--- config.mk ---
export PLATFORM = sky130hd
export DESIGN_NAME = i2c_bit_level_master_core_flat
export DESIGN_NICKNAME = d
export VERILOG_FILES = /design/src/i2cm_pkg.sv /design/src/i2cm_req_if.sv /design/src/i2cm_rsp_if.sv /design/src/i2cm_front.sv /design/src/i2cm_queue.sv /design/src/i2cm_back.sv /design/src/i2c_bit_level_master_core.sv /design/src/flat_wrapper.sv
export SDC_FILE = /design/constraint.sdc
export NUM_CORES = 1
export LEC_CHECK = 0
export BUFFER_PORTS_ARGS = -buffer_cell sky130_fd_sc_hd__buf_2
export CAP_MARGIN = 5
export CORE_ASPECT_RATIO = 0.7
export CORE_MARGIN = 5
export CORE_UTILIZATION = 56
export DETAILED_ROUTE_END_ITERATION = 6
export GPL_TIMING_DRIVEN = 0
export PLACE_DENSITY = 0.85
export SKIP_CTS_REPAIR_TIMING = 1
export SLEW_MARGIN = 20
export SYNTH_ARGS = -nofsm -noshare
export SYNTH_HDL_FRONTEND = slang
export SYNTH_SLANG_ARGS = --single-unit
export TNS_END_PERCENT = 20
--- constraint.sdc ---
create_clock -name clock -period 5.5 [get_ports clock]
set_input_delay 1.375 -clock clock [delete_from_list [all_inputs] [get_ports clock]]
set_output_delay 1.375 -clock clock [all_outputs]
set_load 0.02 [all_outputs]
--- src/i2cm_pkg.sv ---
// i2cm_pkg: shared types, command codes and constants for the I2C master core.
// No dependencies; every other file imports it.

package i2cm_pkg;

   localparam int TICKS_W     = 10;
   localparam int FUNC_W      = 3;
   localparam int BYTE_W      = 8;
   localparam int SAMPLE_W    = 9;
   localparam int QUEUE_DEPTH = 2;
   localparam int QPTR_W      = $clog2(QUEUE_DEPTH);
   localparam int QCNT_W      = $clog2(QUEUE_DEPTH + 1);
   localparam int SEG_W       = 3;
   localparam int PHASE_W     = 5;
   localparam int BIT_W       = 3;

   localparam logic [TICKS_W-1:0] TICKS_RESET = TICKS_W'(10);
   localparam logic [BYTE_W-1:0]  MSB_MASK    = 8'h80;
   localparam logic [BIT_W-1:0]   LAST_BIT    = 3'd7;

   // command codes
   localparam logic [FUNC_W-1:0] FUNC_START   = 3'd0;
   localparam logic [FUNC_W-1:0] FUNC_STOP    = 3'd1;
   localparam logic [FUNC_W-1:0] FUNC_WRITE   = 3'd2;
   localparam logic [FUNC_W-1:0] FUNC_WAITACK = 3'd3;
   localparam logic [FUNC_W-1:0] FUNC_READ    = 3'd4;
   localparam logic [FUNC_W-1:0] FUNC_PROBE   = 3'd5;

   // classified command held in the queue between front and back
   typedef struct packed {
      logic [FUNC_W-1:0] func;
      logic [BYTE_W-1:0] data;
      logic              give_ack;
      logic [BYTE_W-1:0] read_data;
      logic              no_ack;
   } desc_type;

   // line segment being played out by the back end
   typedef enum logic [2:0] {
      ST_IDLE,
      ST_START,
      ST_STOP,
      ST_WRITE,
      ST_WAITACK,
      ST_READ,
      ST_ACKTAIL,
      ST_NACKTAIL
   } state_type;

endpackage

--- src/i2cm_req_if.sv ---
// i2cm_req_if: command channel (valid/ready plus command payload).
// Depends on i2cm_pkg.

interface i2cm_req_if import i2cm_pkg::*; ();
   logic                valid;
   logic                ready;
   logic [FUNC_W-1:0]   func;
   logic [BYTE_W-1:0]   data_byte;
   logic                give_ack;
   logic [SAMPLE_W-1:0] sda_samples;

   modport source (output valid, func, data_byte, give_ack, sda_samples, input ready);
   modport sink   (input valid, func, data_byte, give_ack, sda_samples, output ready);
endinterface

--- src/i2cm_rsp_if.sv ---
// i2cm_rsp_if: line phase channel (valid/ready plus one SCL/SDA phase).
// Depends on i2cm_pkg.

interface i2cm_rsp_if import i2cm_pkg::*; ();
   logic              valid;
   logic              ready;
   logic              scl_level;
   logic              sda_level;
   logic              last;
   logic [BYTE_W-1:0] read_data;
   logic              no_ack;

   modport source  (output valid, scl_level, sda_level, last, read_data, no_ack,
                    input ready);
   modport sink    (input valid, scl_level, sda_level, last, read_data, no_ack,
                    output ready);
   modport monitor (input valid, ready, scl_level, sda_level, last, read_data, no_ack);
endinterface

--- src/i2cm_front.sv ---
// i2cm_front: takes commands, drops undefined codes, builds queue descriptors.
// Depends on i2cm_pkg and i2cm_req_if.

module i2cm_front import i2cm_pkg::*; (
   i2cm_req_if.sink req_ch,
   input  logic     q_full,
   output logic     push,
   output desc_type desc
);

   logic func_ok;

   assign req_ch.ready = !q_full;

   always_comb begin
      func_ok        = 1'b1;
      desc.func      = req_ch.func;
      desc.data      = req_ch.data_byte;
      desc.give_ack  = req_ch.give_ack;
      desc.read_data = '0;
      desc.no_ack    = 1'b0;
      unique case (req_ch.func) inside
         FUNC_START, FUNC_STOP, FUNC_WRITE: begin
         end
         FUNC_WAITACK: begin
            desc.no_ack = req_ch.sda_samples[SAMPLE_W-1];
         end
         FUNC_READ: begin
            desc.read_data = req_ch.sda_samples[SAMPLE_W-1:1];
         end
         FUNC_PROBE: begin
            // address with the R/W bit forced to write
            desc.data   = {req_ch.data_byte[BYTE_W-1:1], 1'b0};
            desc.no_ack = req_ch.sda_samples[SAMPLE_W-1];
         end
         default: begin
            func_ok = 1'b0;
         end
      endcase
   end

   assign push = req_ch.valid && req_ch.ready && func_ok;

endmodule

--- src/i2cm_queue.sv ---
// i2cm_queue: short descriptor FIFO between front and back.
// Depends on i2cm_pkg.

module i2cm_queue import i2cm_pkg::*; (
   input  logic     clock,
   input  logic     reset,
   input  logic     push,
   input  desc_type push_desc,
   input  logic     pop,
   output logic     full,
   output logic     not_empty,
   output desc_type head
);

   desc_type            mem_ff [QUEUE_DEPTH];
   logic [QPTR_W-1:0]   wr_ptr_ff, wr_ptr_in;
   logic [QPTR_W-1:0]   rd_ptr_ff, rd_ptr_in;
   logic [QCNT_W-1:0]   count_ff, count_in;

   assign full      = (count_ff == QCNT_W'(QUEUE_DEPTH));
   assign not_empty = (count_ff != '0);
   assign head      = mem_ff[rd_ptr_ff];

   always_comb begin
      wr_ptr_in = wr_ptr_ff;
      rd_ptr_in = rd_ptr_ff;
      count_in  = count_ff;
      if (push) begin
         wr_ptr_in = (wr_ptr_ff == QPTR_W'(QUEUE_DEPTH - 1)) ? '0 : wr_ptr_ff + 1'b1;
      end
      if (pop) begin
         rd_ptr_in = (rd_ptr_ff == QPTR_W'(QUEUE_DEPTH - 1)) ? '0 : rd_ptr_ff + 1'b1;
      end
      if (push && !pop) begin
         count_in = count_ff + 1'b1;
      end else if (pop && !push) begin
         count_in = count_ff - 1'b1;
      end
   end

   always_ff @(posedge clock) begin
      if (reset) begin
         wr_ptr_ff <= '0;
         rd_ptr_ff <= '0;
         count_ff  <= '0;
      end else begin
         wr_ptr_ff <= wr_ptr_in;
         rd_ptr_ff <= rd_ptr_in;
         count_ff  <= count_in;
      end
   end

   always_ff @(posedge clock) begin
      if (push) begin
         mem_ff[wr_ptr_ff] <= push_desc;
      end
   end

endmodule

--- src/i2cm_back.sv ---
// i2cm_back: segment sequencer that plays each command out as line phases,
// paces them by the half-period timer and drives the phase output register.
// Depends on i2cm_pkg and i2cm_rsp_if.

module i2cm_back import i2cm_pkg::*; (
   input  logic               clock,
   input  logic               reset,
   input  logic [TICKS_W-1:0] ticks,
   input  logic               q_valid,
   input  desc_type           head,
   output logic               pop,
   i2cm_rsp_if.source         rsp_ch
);

   // segment list of each command; ST_IDLE past the end
   function automatic state_type seg_list(input logic [FUNC_W-1:0] func,
                                          input logic ack,
                                          input logic [SEG_W-1:0] idx);
      state_type r;
      r = ST_IDLE;
      case (func)
         FUNC_START:   r = (idx == '0) ? ST_START   : ST_IDLE;
         FUNC_STOP:    r = (idx == '0) ? ST_STOP    : ST_IDLE;
         FUNC_WRITE:   r = (idx == '0) ? ST_WRITE   : ST_IDLE;
         FUNC_WAITACK: r = (idx == '0) ? ST_WAITACK : ST_IDLE;
         FUNC_READ: begin
            if (idx == 3'd0) begin
               r = ST_READ;
            end else if (idx == 3'd1) begin
               r = ack ? ST_ACKTAIL : ST_NACKTAIL;
            end
         end
         FUNC_PROBE: begin
            case (idx)
               3'd0:    r = ST_STOP;
               3'd1:    r = ST_START;
               3'd2:    r = ST_WRITE;
               3'd3:    r = ST_WAITACK;
               3'd4:    r = ST_STOP;
               default: r = ST_IDLE;
            endcase
         end
         default: r = ST_IDLE;
      endcase
      return r;
   endfunction

   state_type            state_ff, state_in;
   logic [SEG_W-1:0]     seg_ff, seg_in;
   logic [PHASE_W-1:0]   ph_ff, ph_in;
   logic [1:0]           tri_ff, tri_in;
   logic [BIT_W-1:0]     bit_ff, bit_in;
   logic [BYTE_W-1:0]    shift_ff, shift_in;
   desc_type             cur_ff, cur_in;
   logic [TICKS_W-1:0]   timer_ff, timer_in;

   logic                 out_valid_ff, out_valid_in;
   logic                 out_scl_ff, out_sda_ff, out_last_ff, out_nak_ff;
   logic [BYTE_W-1:0]    out_rd_ff;

   logic                 emit, ph_last, seg_end, cmd_end;
   logic                 scl, sda;
   state_type            next_seg;

   // ---- phase outputs and segment end ----
   always_comb begin
      scl     = 1'b0;
      sda     = 1'b1;
      ph_last = 1'b0;
      unique case (state_ff)
         ST_IDLE: begin
         end
         ST_START: begin
            scl     = (ph_ff != 5'd2);
            sda     = (ph_ff == 5'd0);
            ph_last = (ph_ff == 5'd2);
         end
         ST_STOP: begin
            scl     = 1'b1;
            sda     = (ph_ff == 5'd1);
            ph_last = (ph_ff == 5'd1);
         end
         ST_WRITE: begin
            // three phases per bit; SDA released in the last phase of the last bit
            scl     = (tri_ff == 2'd1);
            sda     = ((tri_ff == 2'd2) && (bit_ff == LAST_BIT)) ? 1'b1
                      : |(shift_ff & MSB_MASK);
            ph_last = (tri_ff == 2'd2) && (bit_ff == LAST_BIT);
         end
         ST_WAITACK: begin
            scl     = (ph_ff == 5'd1);
            ph_last = (ph_ff == 5'd2);
         end
         ST_READ: begin
            scl     = !ph_ff[0];
            ph_last = (ph_ff == 5'd15);
         end
         ST_ACKTAIL: begin
            scl     = (ph_ff == 5'd1);
            sda     = (ph_ff == 5'd3);
            ph_last = (ph_ff == 5'd3);
         end
         ST_NACKTAIL: begin
            scl     = (ph_ff == 5'd1);
            ph_last = (ph_ff == 5'd2);
         end
         default: begin
         end
      endcase
   end

   assign emit     = (state_ff != ST_IDLE) && (timer_ff == '0)
                     && (!out_valid_ff || rsp_ch.ready);
   assign seg_end  = emit && ph_last;
   assign next_seg = seg_list(cur_ff.func, cur_ff.give_ack, seg_ff + 1'b1);
   assign cmd_end  = seg_end && (next_seg == ST_IDLE);
   assign pop      = ((state_ff == ST_IDLE) || cmd_end) && q_valid;

   // ---- next state ----
   always_comb begin
      state_in = state_ff;
      seg_in   = seg_ff;
      ph_in    = ph_ff;
      tri_in   = tri_ff;
      bit_in   = bit_ff;
      shift_in = shift_ff;
      cur_in   = cur_ff;
      if (pop) begin
         state_in = seg_list(head.func, head.give_ack, '0);
         seg_in   = '0;
         ph_in    = '0;
         tri_in   = '0;
         bit_in   = '0;
         shift_in = head.data;
         cur_in   = head;
      end else if (seg_end) begin
         state_in = next_seg;
         seg_in   = seg_ff + 1'b1;
         ph_in    = '0;
         tri_in   = '0;
         bit_in   = '0;
      end else if (emit) begin
         ph_in = ph_ff + 1'b1;
         if (tri_ff == 2'd2) begin
            tri_in   = '0;
            bit_in   = bit_ff + 1'b1;
            shift_in = {shift_ff[BYTE_W-2:0], 1'b0};
         end else begin
            tri_in = tri_ff + 1'b1;
         end
      end
   end

   // ---- phase hold timer and output register ----
   always_comb begin
      timer_in = timer_ff;
      if (emit) begin
         timer_in = (ticks == '0) ? '0 : ticks - 1'b1;
      end else if (timer_ff != '0) begin
         timer_in = timer_ff - 1'b1;
      end
      out_valid_in = out_valid_ff;
      if (emit) begin
         out_valid_in = 1'b1;
      end else if (rsp_ch.ready) begin
         out_valid_in = 1'b0;
      end
   end

   always_ff @(posedge clock) begin
      if (reset) begin
         state_ff     <= ST_IDLE;
         seg_ff       <= '0;
         ph_ff        <= '0;
         tri_ff       <= '0;
         bit_ff       <= '0;
         timer_ff     <= '0;
         out_valid_ff <= 1'b0;
      end else begin
         state_ff     <= state_in;
         seg_ff       <= seg_in;
         ph_ff        <= ph_in;
         tri_ff       <= tri_in;
         bit_ff       <= bit_in;
         timer_ff     <= timer_in;
         out_valid_ff <= out_valid_in;
      end
   end

   always_ff @(posedge clock) begin
      shift_ff <= shift_in;
      cur_ff   <= cur_in;
      if (emit) begin
         out_scl_ff  <= scl;
         out_sda_ff  <= sda;
         out_last_ff <= cmd_end;
         out_rd_ff   <= cmd_end ? cur_ff.read_data : '0;
         out_nak_ff  <= cmd_end && cur_ff.no_ack;
      end
   end

   assign rsp_ch.valid     = out_valid_ff;
   assign rsp_ch.scl_level = out_scl_ff;
   assign rsp_ch.sda_level = out_sda_ff;
   assign rsp_ch.last      = out_last_ff;
   assign rsp_ch.read_data = out_rd_ff;
   assign rsp_ch.no_ack    = out_nak_ff;

endmodule

--- src/i2c_bit_level_master_core.sv ---
// I2C bit-level master core: command channel in, line phase channel out.
// Depends on i2cm_pkg, i2cm_req_if, i2cm_rsp_if, i2cm_front, i2cm_queue, i2cm_back.
//
// Usage:
//   req_ch carries one command per transfer: func (start, stop, write byte,
//   wait ack, read byte, probe), data_byte, give_ack and the SDA samples
//   seen on the bus. Undefined func codes are taken and dropped.
//   rsp_ch carries one SCL/SDA line phase per transfer; last marks the
//   final phase of a command, which also carries read_data and no_ack.
//   Phase counts: start 3, stop 2, write 24, wait ack 3, read 20 (ACK) or
//   19 (NACK), probe 34.
//   csr_write_en/csr_write_data set half_period_ticks, which sets how long
//   each phase is held; write it only while the core is idle.
// Command path: when the core is idle, a command taken on req_ch is written
//   into the queue, popped into the sequencer, then its first phase is registered.
// Pacing: phases are spaced by the phase hold timer in the back end, loaded
//   from half_period_ticks, and the next queued command follows without a gap.
// Reset: clears the queue, the sequencer and the output register; the
//   half-period register returns to 10.
// Stalls: a phase waits in the output register while rsp_ch.ready is low;
//   up to two further commands are taken into the queue meanwhile.

module i2c_bit_level_master_core import i2cm_pkg::*; (
   input  logic               clock,
   input  logic               reset,
   i2cm_req_if.sink           req_ch,
   i2cm_rsp_if.source         rsp_ch,
   input  logic               csr_write_en,
   input  logic [TICKS_W-1:0] csr_write_data
);

   logic [TICKS_W-1:0] ticks_ff;

   logic     q_full, q_not_empty, q_push, q_pop;
   desc_type push_desc, head_desc;

   // half-period register
   always_ff @(posedge clock) begin
      if (reset) begin
         ticks_ff <= TICKS_RESET;
      end else if (csr_write_en) begin
         ticks_ff <= csr_write_data;
      end
   end

   // front: accept and classify commands
   i2cm_front u_front (
      .req_ch (req_ch),
      .q_full (q_full),
      .push   (q_push),
      .desc   (push_desc)
   );

   // decoupling queue
   i2cm_queue u_queue (
      .clock     (clock),
      .reset     (reset),
      .push      (q_push),
      .push_desc (push_desc),
      .pop       (q_pop),
      .full      (q_full),
      .not_empty (q_not_empty),
      .head      (head_desc)
   );

   // back: sequence line phases
   i2cm_back u_back (
      .clock   (clock),
      .reset   (reset),
      .ticks   (ticks_ff),
      .q_valid (q_not_empty),
      .head    (head_desc),
      .pop     (q_pop),
      .rsp_ch  (rsp_ch)
   );

endmodule

--- src/flat_wrapper.sv ---
// flat-port wrapper written by rule: the top's interface ports become plain ports
module i2c_bit_level_master_core_flat import i2cm_pkg::*;
  (clock, reset, csr_write_en, csr_write_data, req_ch_valid, req_ch_func, req_ch_data_byte, req_ch_give_ack, req_ch_sda_samples, req_ch_ready, rsp_ch_valid, rsp_ch_scl_level, rsp_ch_sda_level, rsp_ch_last, rsp_ch_read_data, rsp_ch_no_ack, rsp_ch_ready);
  i2cm_req_if req_ch_i ();
  i2cm_rsp_if rsp_ch_i ();
  input  logic clock;
  input  logic reset;
  input  logic csr_write_en;
  input  logic [TICKS_W-1:0] csr_write_data;
  input wire logic [$bits(req_ch_i.valid)-1:0] req_ch_valid;
  input wire logic [$bits(req_ch_i.func)-1:0] req_ch_func;
  input wire logic [$bits(req_ch_i.data_byte)-1:0] req_ch_data_byte;
  input wire logic [$bits(req_ch_i.give_ack)-1:0] req_ch_give_ack;
  input wire logic [$bits(req_ch_i.sda_samples)-1:0] req_ch_sda_samples;
  output wire logic [$bits(req_ch_i.ready)-1:0] req_ch_ready;
  output wire logic [$bits(rsp_ch_i.valid)-1:0] rsp_ch_valid;
  output wire logic [$bits(rsp_ch_i.scl_level)-1:0] rsp_ch_scl_level;
  output wire logic [$bits(rsp_ch_i.sda_level)-1:0] rsp_ch_sda_level;
  output wire logic [$bits(rsp_ch_i.last)-1:0] rsp_ch_last;
  output wire logic [$bits(rsp_ch_i.read_data)-1:0] rsp_ch_read_data;
  output wire logic [$bits(rsp_ch_i.no_ack)-1:0] rsp_ch_no_ack;
  input wire logic [$bits(rsp_ch_i.ready)-1:0] rsp_ch_ready;
  assign req_ch_i.valid = req_ch_valid;
  assign req_ch_i.func = req_ch_func;
  assign req_ch_i.data_byte = req_ch_data_byte;
  assign req_ch_i.give_ack = req_ch_give_ack;
  assign req_ch_i.sda_samples = req_ch_sda_samples;
  assign req_ch_ready = req_ch_i.ready;
  assign rsp_ch_valid = rsp_ch_i.valid;
  assign rsp_ch_scl_level = rsp_ch_i.scl_level;
  assign rsp_ch_sda_level = rsp_ch_i.sda_level;
  assign rsp_ch_last = rsp_ch_i.last;
  assign rsp_ch_read_data = rsp_ch_i.read_data;
  assign rsp_ch_no_ack = rsp_ch_i.no_ack;
  assign rsp_ch_i.ready = rsp_ch_ready;
  i2c_bit_level_master_core u_core (.clock(clock), .reset(reset), .req_ch(req_ch_i), .rsp_ch(rsp_ch_i), .csr_write_en(csr_write_en), .csr_write_data(csr_write_data));
endmodule
Word-level counts from Yosys, hierarchy flattened

Memories as Yosys holds them, arrays and structs flattened. A register that Yosys moved wholly into a read port is not among the register bits.
Cells that the tools add are included.

RAM bits: 42
Register bits after elaboration: 74
Memories: 1
Logic and storage cells: 152
Bits of input ports: 36
Latch bits: 0
Memory bits (read-only): 0
Output and inout bits: 14

Memory list:

| name                  | depth | bits a word | read ports | clocked after memory_dff | wr ports | line             | source |
|---|---|---|---|---|---|---|---|
| u_core.u_queue.mem_ff | 2     | 21          | 1          | 1                        | 1        | i2cm_queue.sv:15 | `desc_type mem_ff [QUEUE_DEPTH];` |

Shift-type cells: 0
Reduce and logical (&&, ||, !) cells: 46
Magnitude comparators: 0
$mul: 0
Add/subtract/negate cells: 10
Bitwise operators: 0
Mux-type cells: 38
Equality and inequality tests: 36
Div/mod/pow operators: 0

Operators with widths:

| kind                                                                  | number |
|---|---|
| 8-bit two-way mux                                                     | 5 |
| 3-bit == test (second input constant)                                 | 12 |
| 3-bit by 2-bit == test with 1-bit output (second input constant)      | 10 |
| 10-bit two-way mux                                                    | 3 |
| 10-bit logical NOT                                                    | 2 |
| 10-bit by 1-bit subtractor with 10-bit output (second input constant) | 2 |
| 3-bit logical NOT                                                     | 6 |
| 3-bit one-hot mux with 6 select lines                                 | 1 |
| 3-bit by 1-bit == test with 1-bit output (second input constant)      | 5 |
| 3-bit two-way mux                                                     | 5 |
| 3-bit one-hot mux with 5 select lines                                 | 1 |
| 1-bit two-way mux                                                     | 14 |
| 2-bit nonzero test                                                    | 7 |
| 3-bit one-hot mux with 4 select lines                                 | 1 |
| 1-bit logical AND                                                     | 11 |
| 5-bit by 2-bit == test with 1-bit output (second input constant)      | 2 |
| 2-bit two-way mux                                                     | 5 |
| 1-bit one-hot mux with 5 select lines                                 | 2 |
| 10-bit nonzero test                                                   | 1 |
| 3-bit OR reduction                                                    | 3 |
| 2-bit OR reduction                                                    | 4 |
| 3-bit by 1-bit adder with 3-bit output (second input constant)        | 2 |
| 6-bit OR reduction                                                    | 1 |
| 5-bit by 1-bit adder with 5-bit output (second input constant)        | 1 |
| other kinds (16)                                                      | 24 |

Longest topological paths before layout

Gate-level depths: netlist (run 1).

Depth in word-level cells: 12
Mapped depth: 12

By module

A second synthesis (run 1) with hierarchy kept.

Cells, all modules: 441
Area total of the unflattened synthesis: 5341.4 µm²

By module, submodules not included:

| module                    | instances | cells each | area each (µm²) |
|---|---|---|---|
| i2cm_back                 | 1         | 294        | 3070.4 |
| i2cm_queue                | 1         | 87         | 1717.9 |
| i2c_bit_level_master_core | 1         | 32         | 359.1 |
| i2cm_front                | 1         | 28         | 193.9 |

Least setup slack after synthesis (run 1)

No wires, ideal clock.

Path kind: input port to flip-flop
Start point: in rsp_ch_ready
End point: reg u_core.u_queue.count_ff[1]
Library setup time: 71 ps
Data arrival time: 3067 ps
Required time: 5429 ps
Buffers on the path: 0
Cell stages on the path: 8
Slack: 2362 ps
Cells stage by stage: nand2b_1 > nor3b_4 > and4_1 > o2bb2ai_4 > a21oi_4 > ha_1 > or3_1 > a21oi_1

Cells in the longest elaborated chain, start to end: 9

Ends and longest elaborated chain:

| what                                                    | line               | source |
|---|---|---|
| start: declaration                                      | flat_wrapper.sv:22 | `input wire logic [$bits(rsp_ch_i.ready)-1:0] rsp_ch_ready;` |
| 1-bit logical OR (*)                                    | i2cm_back.sv:113   | `&& (!out_valid_ff \|\| rsp_ch.ready);` |
| 1-bit logical AND (*)                                   | i2cm_back.sv:113   |  |
| 1-bit logical AND (*)                                   | i2cm_back.sv:114   | `assign seg_end = emit && ph_last;` |
| 1-bit logical AND (*)                                   | i2cm_back.sv:116   | `assign cmd_end = seg_end && (next_seg == ST_IDLE);` |
| 1-bit logical OR (*)                                    | i2cm_back.sv:117   | `assign pop = ((state_ff == ST_IDLE) \|\| cmd_end) && q_valid;` |
| 1-bit logical AND (*)                                   | i2cm_back.sv:117   |  |
| 1-bit logical NOT                                       | i2cm_queue.sv:34   | `if (push && !pop) begin` |
| 1-bit logical AND                                       | i2cm_queue.sv:34   |  |
| 2-bit two-way mux or 2-bit nonzero test (tied branches) | n/a                |  |
| end signal: assignment                                  | i2cm_queue.sv:49   | `count_ff <= count_in;` |
| end: declaration                                        | i2cm_queue.sv:18   | `logic [QCNT_W-1:0] count_ff, count_in;` |

Every way passes the cells marked *; elsewhere a longest branch is shown, timed or not.
A chain may end at the register's enable or synchronous reset.

Worst setup path after layout (run 1)

Start point: reg u_core.u_back.timer_ff[0]
End point: reg u_core.u_back.shift_ff[6], enable pin

Cells in the longest elaborated chain, start to end: 9

Ends and longest elaborated chain:

| what                                                                                     | line             | source |
|---|---|---|
| start: declaration                                                                       | i2cm_back.sv:55  | `logic [TICKS_W-1:0] timer_ff, timer_in;` |
| start signal: assignment                                                                 | i2cm_back.sv:185 | `timer_ff <= timer_in;` |
| 10-bit logical NOT (*)                                                                   | i2cm_back.sv:112 | `assign emit = (state_ff != ST_IDLE) && (timer_ff == '0)` |
| 1-bit logical AND (*)                                                                    | i2cm_back.sv:112 |  |
| 1-bit logical AND (*)                                                                    | i2cm_back.sv:113 |  |
| named net u_core.u_back.emit                                                             | i2cm_back.sv:61  | `logic emit, ph_last, seg_end, cmd_end;` |
| 1-bit logical AND                                                                        | i2cm_back.sv:114 |  |
| 1-bit logical AND                                                                        | i2cm_back.sv:116 |  |
| 1-bit logical OR                                                                         | i2cm_back.sv:117 |  |
| 1-bit logical AND                                                                        | i2cm_back.sv:117 |  |
| 2-bit by 1-bit != test with 1-bit output (no line) or 2-bit nonzero test (tied branches) | n/a              |  |
| 3-bit AND reduction (no line) (*)                                                        | n/a              |  |
| end signal: assignment                                                                   | i2cm_back.sv:191 | `shift_ff <= shift_in;` |
| end: declaration                                                                         | i2cm_back.sv:53  | `logic [BYTE_W-1:0] shift_ff, shift_in;` |

Mark *: on every way through the listed nets, which the timed path passes. The rest lies on a longest branch.

==> results of run 1 <==
-- worst max-delay path, stage by stage (launching register included) --
cell,delay (ns)
dfxtp_1,0.33
inv_1,0.06
ha_1,0.19
or4b_1,0.43
buf_2,0.19
nor3_2,0.28
nand3_1,0.33
inv_1,0.26
buf_2,0.49
a31o_2,0.38
-- power by group --
part | switching, mW | internal (mW)
registers | 0.110 | 1.19
clock network | 0.438 | 0.687
logic | 0.583 | 0.420
total | 1.13 | 2.30
-- cells in the final DEF (no fill, tap or decap), types with 4 or more instances in the layout --
| master | netlist | routed |
|---|---|---|
| nor3_1 | 14 | 14 |
| ha_1 | 14 | 14 |
| mux2i_1 | 20 | 20 |
| a211oi_1 | 6 | 6 |
| nand2b_1 | 5 | 5 |
| or3_1 | 6 | 6 |
| inv_1 | 17 | 17 |
| clkbuf_16 | 0 | 17 |
| nor2_1 | 33 | 33 |
| nand3_1 | 13 | 13 |
| xnor2_1 | 10 | 10 |
| buf_2 | 3 | 50 |
| inv_6 | 0 | 8 |
| clkbuf_1 | 8 | 8 |
| a21oi_1 | 22 | 22 |
| and2_1 | 18 | 18 |
| mux2_4 | 4 | 4 |
| nor2b_1 | 6 | 5 |
| edfxtp_1 | 75 | 75 |
| dfxtp_1 | 42 | 42 |
| xor2_1 | 16 | 16 |
| mux2_2 | 23 | 23 |
| o21ai_0 | 10 | 10 |
| nand2_1 | 25 | 25 |
-- layer usage --
| metal | up-vias | track usage [%] |
|---|---|---|
| met5 | - | 0 |
| met4 | 0 | 8.66 |
| met3 | 25 | 6.51 |
| met2 | 152 | 33.7 |
| met1 | 1741 | 24.4 |
| li1 | 1721 | - |
-- state kept, by name (all words and copies together), names as in the netlist, 2 cells and up, named ones only --
signal / cells
u_core.u_back.bit_ff: 3
u_core.u_back.shift_ff: 8
u_core.u_back.cur_ff: 13
u_core.u_queue.mem_ff: 42
u_core.u_back.ph_ff: 5
u_core.u_queue.count_ff: 2
u_core.u_back.timer_ff: 10
u_core.ticks_ff: 10
u_core.u_back.tri_ff: 2
u_core.u_back.seg_ff: 3
u_core.u_back.state_ff: 3
u_core.u_back.rsp_ch.read_data: 8
-- kinds of logic after synthesis --
logic type,Yosys count,synth area share [%]
fa+ha+maj,14,3.29
simple gates,145,14.9
flops,117,58.1
xor+xnor,26,4.28
buf+inv,33,2.75
mux,47,9.76
compound gates,56,6.87
-- area by class of cell --
cell class	instances	area, um2	area share [%]
inverters	18	70.1	1.11
repair buffers	48	246	3.89
multi-input cells	288	2080	32.9
clock inverters	15	180	2.85
clock buffers	17	425	6.72
flip-flops and latches	117	3090	48.9
well taps	124	155	2.45
plain buffers	15	76.3	1.21
-- worst min path at each step --
| stage | to | depth (start not counted) |
|---|---|---|
| 4_1_cts | u_core.u_back.bit_ff[1]$_SDFFE_PP0P_ | 2 |
| 5_1_grt | u_core.u_back.bit_ff[1]$_SDFFE_PP0P_ | 2 |
| 2_1_floorplan | u_core.u_back.bit_ff[1]$_SDFFE_PP0P_ | 2 |
| 3_3_place_gp | u_core.u_back.bit_ff[1]$_SDFFE_PP0P_ | 2 |
| 3_5_place_dp | u_core.u_back.bit_ff[1]$_SDFFE_PP0P_ | 2 |
| 6_report | u_core.u_back.bit_ff[1]$_SDFFE_PP0P_ | 2 |
-- stage by stage --
stage               cell area (um2)  worst slack [ns]
CTS                            6330              2.28
global placement               5710              1.72
floorplan                      5320              2.36
finish                         6330              2.23
global route                   6330              2.08
detailed placement             5720              1.99
==> qor.txt, run 1 <==
Row count: 29
Mapped Cells: 438
Net Count, Synth: 488
Unrepaired setup endpoints after global routing: no
Clock root cell: clkbuf_16
Worst slew margin: 33.1%
Skew final: 0.0128 ns
Synth cell count leaders: edfxtp_1, dfxtp_1, nor2_1
Total power: 3.43 mW
Area growth from synthesis to layout: 19.0%
Maximum fanout along the worst path: 21
Critical path type: register to register
CTS tree: done
HP Start: u_core.u_back.bit_ff[1]$_SDFFE_PP0P_
Largest net degree at the start of global routing: 23
Metal3 WL: 804 um
Critical path origin: u_core.u_back.timer_ff[0]$_SDFFE_PP0P_
# Max-Cap Violations: 0
M1 WL: 4.73 mm
Met2 wire len: 5.41 mm
Avg Inst Size Synth: 12.1 um2
Yosys top cell area share: 42.3%
Post-layout min period: 3.27 ns
Clock Path Buffers: 2
Uppermost layer routed: met4
Worst Max-Slew Pin Slew: 1.00 ns
DRT Pass-1 Iters: 5
WHS: 0.459 ns
Post-layout nets: 555
Die H: 91.6 um
Clock transition at path regs: 0.06 ns
Max Slew Vio Count: 0
GP Congestion: 0.873
Final setup viols: 0
FILL cells: 640
Distinct cells, synth: 56
Initial core utilization: 58.0%
Overall Global Routing Usage: 20.3%
CP Capture Point: u_core.u_back.shift_ff[6]$_DFFE_PP_
Synth Register Bits: 117
Fmax achieved: 306 MHz
Status: finished, final reports clean
DP Wirelength: 7.33 mm
Core area: 9180 um2
Setup_tns: 0 ns
Clk sinks: 117
Reg-to-reg critical path endpoint: u_core.u_back.shift_ff[6]$_DFFE_PP_
Dpl cells: 610
R2R cell count: 9
Routed WL per cell: 17.3 um
Post-synth EDFFs: 75
Num CTS Buffers: 17
Initial antenna violation count: 0
Tcrit/Tclk final: 59.5%
Cell Area, Synth: 5320 um2
Port buffer count: 47
Most frequent cell after synthesis: edfxtp_1
First-pass GRT wire length: 18.3 mm
CP startpoint kind: register
Worst r2r src: u_core.u_back.timer_ff[0]$_SDFFE_PP0P_
Min-Delay Path Class: register to register
Grt total ovfl: 0
Vias in the first global route: 3756
Synth top area cells: edfxtp_1, dfxtp_1, mux2_2
Crit path DAT: 3.37 ns
ANT nets after route: 0
Fin cells: 642
Crit. End Element: register
Sequential share of the synthesized area: 58.1%
# diodes: 0
Reg-to-reg setup timing slack: 2.23 ns
Power density over cell area: 542 nW/um2
Worst-skew pair later-pin latency: 0.42 ns
Fin util: 69.0%
Die ar.: 11600 um2
Ys flop type: edfxtp_1
Max VDD drop: 314 uV
Async SR Flop Fraction: 0%
Die W: 126 um
Ys Warns: 0
Leak pwr: 2.45 nW
Ports: 50
DRT iter0 DRCs: 287
DR vias/cell: 5.67
Fin. Hold Viols: 0
H-tree levels: 4
Critical Path RT: 5.60 ns
Final WL: 11.1 mm
Share of layout cells above drive strength 1: 23.7%
Number of remaining DRC errors: 0
Via count: 3639
Largest area contributor in the netlist: edfxtp_1
Note: power is estimated with default switching activity, not from simulation.
==> run 2: changes to the inputs <==
- CORE_UTILIZATION: 56 -> 53
- PLACE_DENSITY: 0.85 -> 0.84
- clock period: 5.5 -> 2.9 ns (I/O delays scaled with it)
==> qor.txt, run 2 (synthesized netlist as in run 1, its figures left out) <==
Status: finished, final reports clean
Initial antenna violation count: 1
WHS: 0.492 ns
Largest net degree at the start of global routing: 23
Leading registers by flop count: u_core.u_queue.mem_ff (42), u_core.u_back.cur_ff (13)
DRT Pass-1 Iters: 5
Number of remaining DRC errors: 0
Ports: 50
Worst hold path stage count: 2
Die H: 93.8 um
CP startpoint kind: register
Sequential power share: 38.9%
First-pass GRT wire length: 17.1 mm
Cell mode on critical path: ha_4
Max Slew Vio Count: 0
Row count: 30
ANT nets after route: 0
Max reg flops: 42
Final Cell Area: 6370 um2
Num CTS Buffers: 17
Via count: 3592
Max VDD drop: 743 uV
Metal3 WL: 703 um
Power density over cell area: 998 nW/um2
Met2 wire len: 5.51 mm
Slowest stage delay, CP: 0.46 ns
Die W: 130 um
Total power: 6.36 mW
Clock root cell: clkbuf_16
Worst slew margin: 31.4%
# Max-Cap Violations: 0
Clock transition at path regs: 0.06 ns
Min-Delay Path Class: register to register
Most common cell after layout, fill and taps aside: edfxtp_1
Fmax achieved: 351 MHz
Core area: 9760 um2
R2R cell count: 12
Slowest-stage cell, CP: or4b_4
Crit path DAT: 3.19 ns
P_sw: 2.08 mW
Clock Path Buffers: 2
Uppermost layer routed: met5
Worst-skew pair later-pin latency: 0.41 ns
DR vias/cell: 5.51
Routed WL per cell: 17.1 um
Largest Register: u_core.u_queue.mem_ff
Grt total ovfl: 0
Clk sinks: 117
Most frequent cells in the layout: edfxtp_1, buf_2, dfxtp_1
Levels on crit path: 12
Fin. Hold Viols: 0
Crit. End Element: register
DP Wirelength: 7.27 mm
Share of layout cells above drive strength 1: 25.6%
M1 WL: 4.74 mm
Fin util: 65.3%
Clock power share: 28.0%
Vias in the first global route: 3487
H-tree levels: 4
GP Congestion: 0.885
Maximum fanout along the worst path: 6
Comb power frac: 33.1%
Leak pwr: 2.44 nW
Port buffer count: 47
Final setup viols: 0
# diodes: 0
Skew final: 0.00821 ns
Buf+Inv Stages, Crit Path: 2
Cell Int Power: 4.28 mW
Critical Path RT: 3.24 ns
Post-layout nets: 561
Die ar.: 12200 um2
Area growth from synthesis to layout: 19.7%
Sw Share: 32.7%
Initial core utilization: 54.5%
Setup_tns: 0 ns
CP cell instances: inv_2 > ha_4 > or4b_4 > buf_6 > nor3b_4 > and4_4 > o2bb2ai_4 > a21oi_4 > ha_4 > xor2_1 > or3_1 > a21oi_2
DRT iter0 DRCs: 291
Post-layout min period: 2.85 ns
Final WL: 11.2 mm
Critical path type: register to register
Placed Area: 5730 um2
CTS tree: done
Tcrit/Tclk final: 98.2%
Worst Max-Slew Pin Slew: 1.03 ns
Overall Global Routing Usage: 18.5%
Cell family with most CP delay: simple AND/OR/NAND/NOR gates
==> run 2: final cells by class <==
type,instances,area [um2]
Fill cell,700,3390
Sequential cell,117,3100
Multi-Input combinational cell,288,2140
Clock buffer,21,440
Timing Repair Buffer,54,313
Tap cell,128,160
Buffer,15,88.8
Inverter,18,72.6
Clock inverter,11,62.6
==> run 2: worst paths after layout <==
path                                           from  slack [ns]                                       to
min reg2reg    u_core.u_back.bit_ff[1]$_SDFFE_PP0P_        0.49     u_core.u_back.bit_ff[1]$_SDFFE_PP0P_
max          u_core.u_back.timer_ff[0]$_SDFFE_PP0P_        0.05  u_core.u_queue.count_ff[1]$_SDFFE_PP0P_
min            u_core.u_back.bit_ff[1]$_SDFFE_PP0P_        0.49     u_core.u_back.bit_ff[1]$_SDFFE_PP0P_
max reg2reg  u_core.u_back.timer_ff[0]$_SDFFE_PP0P_        0.05  u_core.u_queue.count_ff[1]$_SDFFE_PP0P_
==> run 2: metal layers <==
metal  track usage, %  vias to the layer above
met5                0                        -
met4             6.14                        2
met3             6.93                       24
met2             29.2                      108
met1             23.6                     1728
li1                 -                     1730
==> run 2: stage by stage <==
step	std cells	worst slack, ns
global route	652	-0.0554
CTS	646	-0.265
floorplan	438	0.179
global placement	613	-0.214
detailed placement	614	-0.252
finish	652	0.0531
==> run 2: worst reg2reg max path: stages, from the launching register on <==
cell       delay, ns
dfxtp_2         0.33
inv_2           0.07
ha_4            0.14
or4b_4          0.47
buf_6           0.15
nor3b_4         0.25
and4_4          0.27
o2bb2ai_4       0.17
a21oi_4         0.14
ha_4            0.19
xor2_1          0.14
or3_1           0.34
a21oi_2         0.13
==> run 2: power by group through the flow <==
stage          clock, mW  combinational [mW]  sequential, mW
6_report            1.78                2.10            2.48
5_1_grt             1.88                2.28            2.50
4_1_cts             1.80                1.85            2.46
3_5_place_dp           0                1.84            2.48
3_3_place_gp           0                1.76            2.46
2_1_floorplan          0                1.42            2.46
==> run 3: changes to the inputs <==
- CELL_PAD_IN_SITES_DETAIL_PLACEMENT: default -> 1
- CELL_PAD_IN_SITES_GLOBAL_PLACEMENT: default -> 1
- CORE_UTILIZATION: 53 -> 43
==> qor.txt, run 3 (synthesized netlist as in run 1, its figures left out) <==
Share of layout cells above drive strength 1: 27.5%
Row count: 34
Via count: 3693
CTS tree: done
Cell Int Power: 4.51 mW
Skew final: 0.0126 ns
Total power: 6.79 mW
Clock power share: 30.8%
Power density over cell area: 1040 nW/um2
Area growth from synthesis to layout: 22.8%
Tcrit/Tclk final: 98.0%
Fin. Hold Viols: 0
Largest net degree at the start of global routing: 23
Worst Max-Slew Pin Slew: 1.04 ns
Max Slew Vio Count: 0
Num CTS Buffers: 17
Final WL: 13.7 mm
Leading registers by flop count: u_core.u_queue.mem_ff (42), u_core.u_back.cur_ff (13)
GP Congestion: 0.842
Critical Path RT: 3.25 ns
Max reg flops: 42
Worst-skew pair later-pin latency: 0.42 ns
Most frequent cells in the layout: edfxtp_1, buf_2, dfxtp_1
Clock root cell: clkbuf_16
Largest Register: u_core.u_queue.mem_ff
Overall Global Routing Usage: 19.3%
Most common cell after layout, fill and taps aside: edfxtp_1
Vias in the first global route: 4092
Min-Delay Path Class: register to register
Cell family with most CP delay: simple AND/OR/NAND/NOR gates
Status: finished, final reports clean
Crit path DAT: 3.19 ns
CP startpoint kind: register
Max VDD drop: 503 uV
Fin cells: 685
Leak pwr: 2.48 nW
Slowest stage delay, CP: 0.41 ns
Maximum fanout along the worst path: 6
Clock transition at path regs: 0.06 ns
Die H: 103 um
Sequential power share: 36.7%
Core area: 12300 um2
DP Wirelength: 8.85 mm
Number of remaining DRC errors: 0
Critical path type: register to register
Routed WL per cell: 20.0 um
Clk sinks: 117
First-pass GRT wire length: 21.2 mm
P_sw: 2.28 mW
DRT Pass-1 Iters: 5
# diodes: 0
Die ar.: 14700 um2
Buf+Inv Stages, Crit Path: 0
Dpl cells: 648
Comb power frac: 32.5%
Final setup viols: 0
Clock Path Buffers: 2
DR vias/cell: 5.39
ANT nets after route: 0
Initial core utilization: 43.4%
Fmax achieved: 352 MHz
Worst slew margin: 30.5%
Slowest-stage cell, CP: dfxtp_1
Fin util: 53.3%
Post-layout nets: 560
CP cell instances: ha_1 > ha_4 > nor2b_1 > o2111ai_1 > nand3_1 > nor3_4 > a21oi_4 > ha_2 > or3_1 > a21oi_2
Crit. End Element: register
WHS: 0.470 ns
Setup_tns: 0 ns
DRT iter0 DRCs: 165
Grt total ovfl: 0
# Max-Cap Violations: 0
Sw Share: 33.6%
Initial antenna violation count: 0
Die W: 143 um
Post-layout min period: 2.84 ns
Port buffer count: 47
H-tree levels: 4
Ports: 50
## run 3: cell count changes in the layout (fill, tap and decap cells not counted), sizes merged
cell / delta
inv: +4
clkinv: -4
bufinv: +2
buf: -1
clkbuf: -2
## run 3: power groups by stage
| stage | logic, mW | registers (mW) | clock network (mW) |
|---|---|---|---|
| after floorplan | 1.42 | 2.46 | 0 |
| after global placement | 1.79 | 2.47 | 0 |
| after detailed placement | 1.90 | 2.51 | 0 |
| after CTS | 1.96 | 2.48 | 2.12 |
| after global routing | 2.38 | 2.53 | 2.22 |
| final | 2.21 | 2.49 | 2.09 |
## run 3: final timing paths
path,to,from,slack (ns),depth (start not counted)
hold / removal,u_core.u_back.bit_ff[2]$_SDFFE_PP0P_,u_core.u_back.bit_ff[2]$_SDFFE_PP0P_,0.47,2
hold reg to reg,u_core.u_back.bit_ff[2]$_SDFFE_PP0P_,u_core.u_back.bit_ff[2]$_SDFFE_PP0P_,0.47,2
setup / recovery,u_core.u_queue.count_ff[1]$_SDFFE_PP0P_,u_core.u_back.seg_ff[1]$_SDFFE_PP0P_,0.06,10
setup reg to reg,u_core.u_queue.count_ff[1]$_SDFFE_PP0P_,u_core.u_back.seg_ff[1]$_SDFFE_PP0P_,0.06,10
## run 3: stage by stage
step           cell area, um2  worst slack [ns]
4_1_cts                  6360            -0.444
6_report                 6540            0.0594
2_1_floorplan            5320             0.179
5_1_grt                  6540           -0.0549
3_3_place_gp             5760            -0.280
3_5_place_dp             5770            -0.376
## run 3: worst register-to-register path, stage by stage, from the launching register on
cell and delay (ns):
dfxtp_1 0.41, ha_1 0.26, ha_4 0.25, nor2b_1 0.17
o2111ai_1 0.16, nand3_1 0.30, nor3_4 0.08, a21oi_4 0.29
ha_2 0.38, or3_1 0.36, a21oi_2 0.12
## run 3: layer usage
layer / wire (um) / share of wire [%] / up-vias / GRT usage, %
met4: 176 / 1.3 / 0 / 5.62
met5: 0 / 0 / - / 0
met2: 7130 / 52 / 87 / 35.3
met3: 554 / 4.0 / 19 / 5.75
li1: - / - / 1728 / -
met1: 5870 / 43 / 1859 / 22.0
## run 3: layout make-up
type | count | area, um2
Multi-Input combinational cell | 288 | 2180
Sequential cell | 117 | 3100
Buffer | 15 | 88.8
Clock buffer | 19 | 443
Clock inverter | 13 | 148
Timing Repair Buffer | 53 | 302
Fill cell | 1285 | 5720
Tap cell | 162 | 203
Inverter | 18 | 72.6
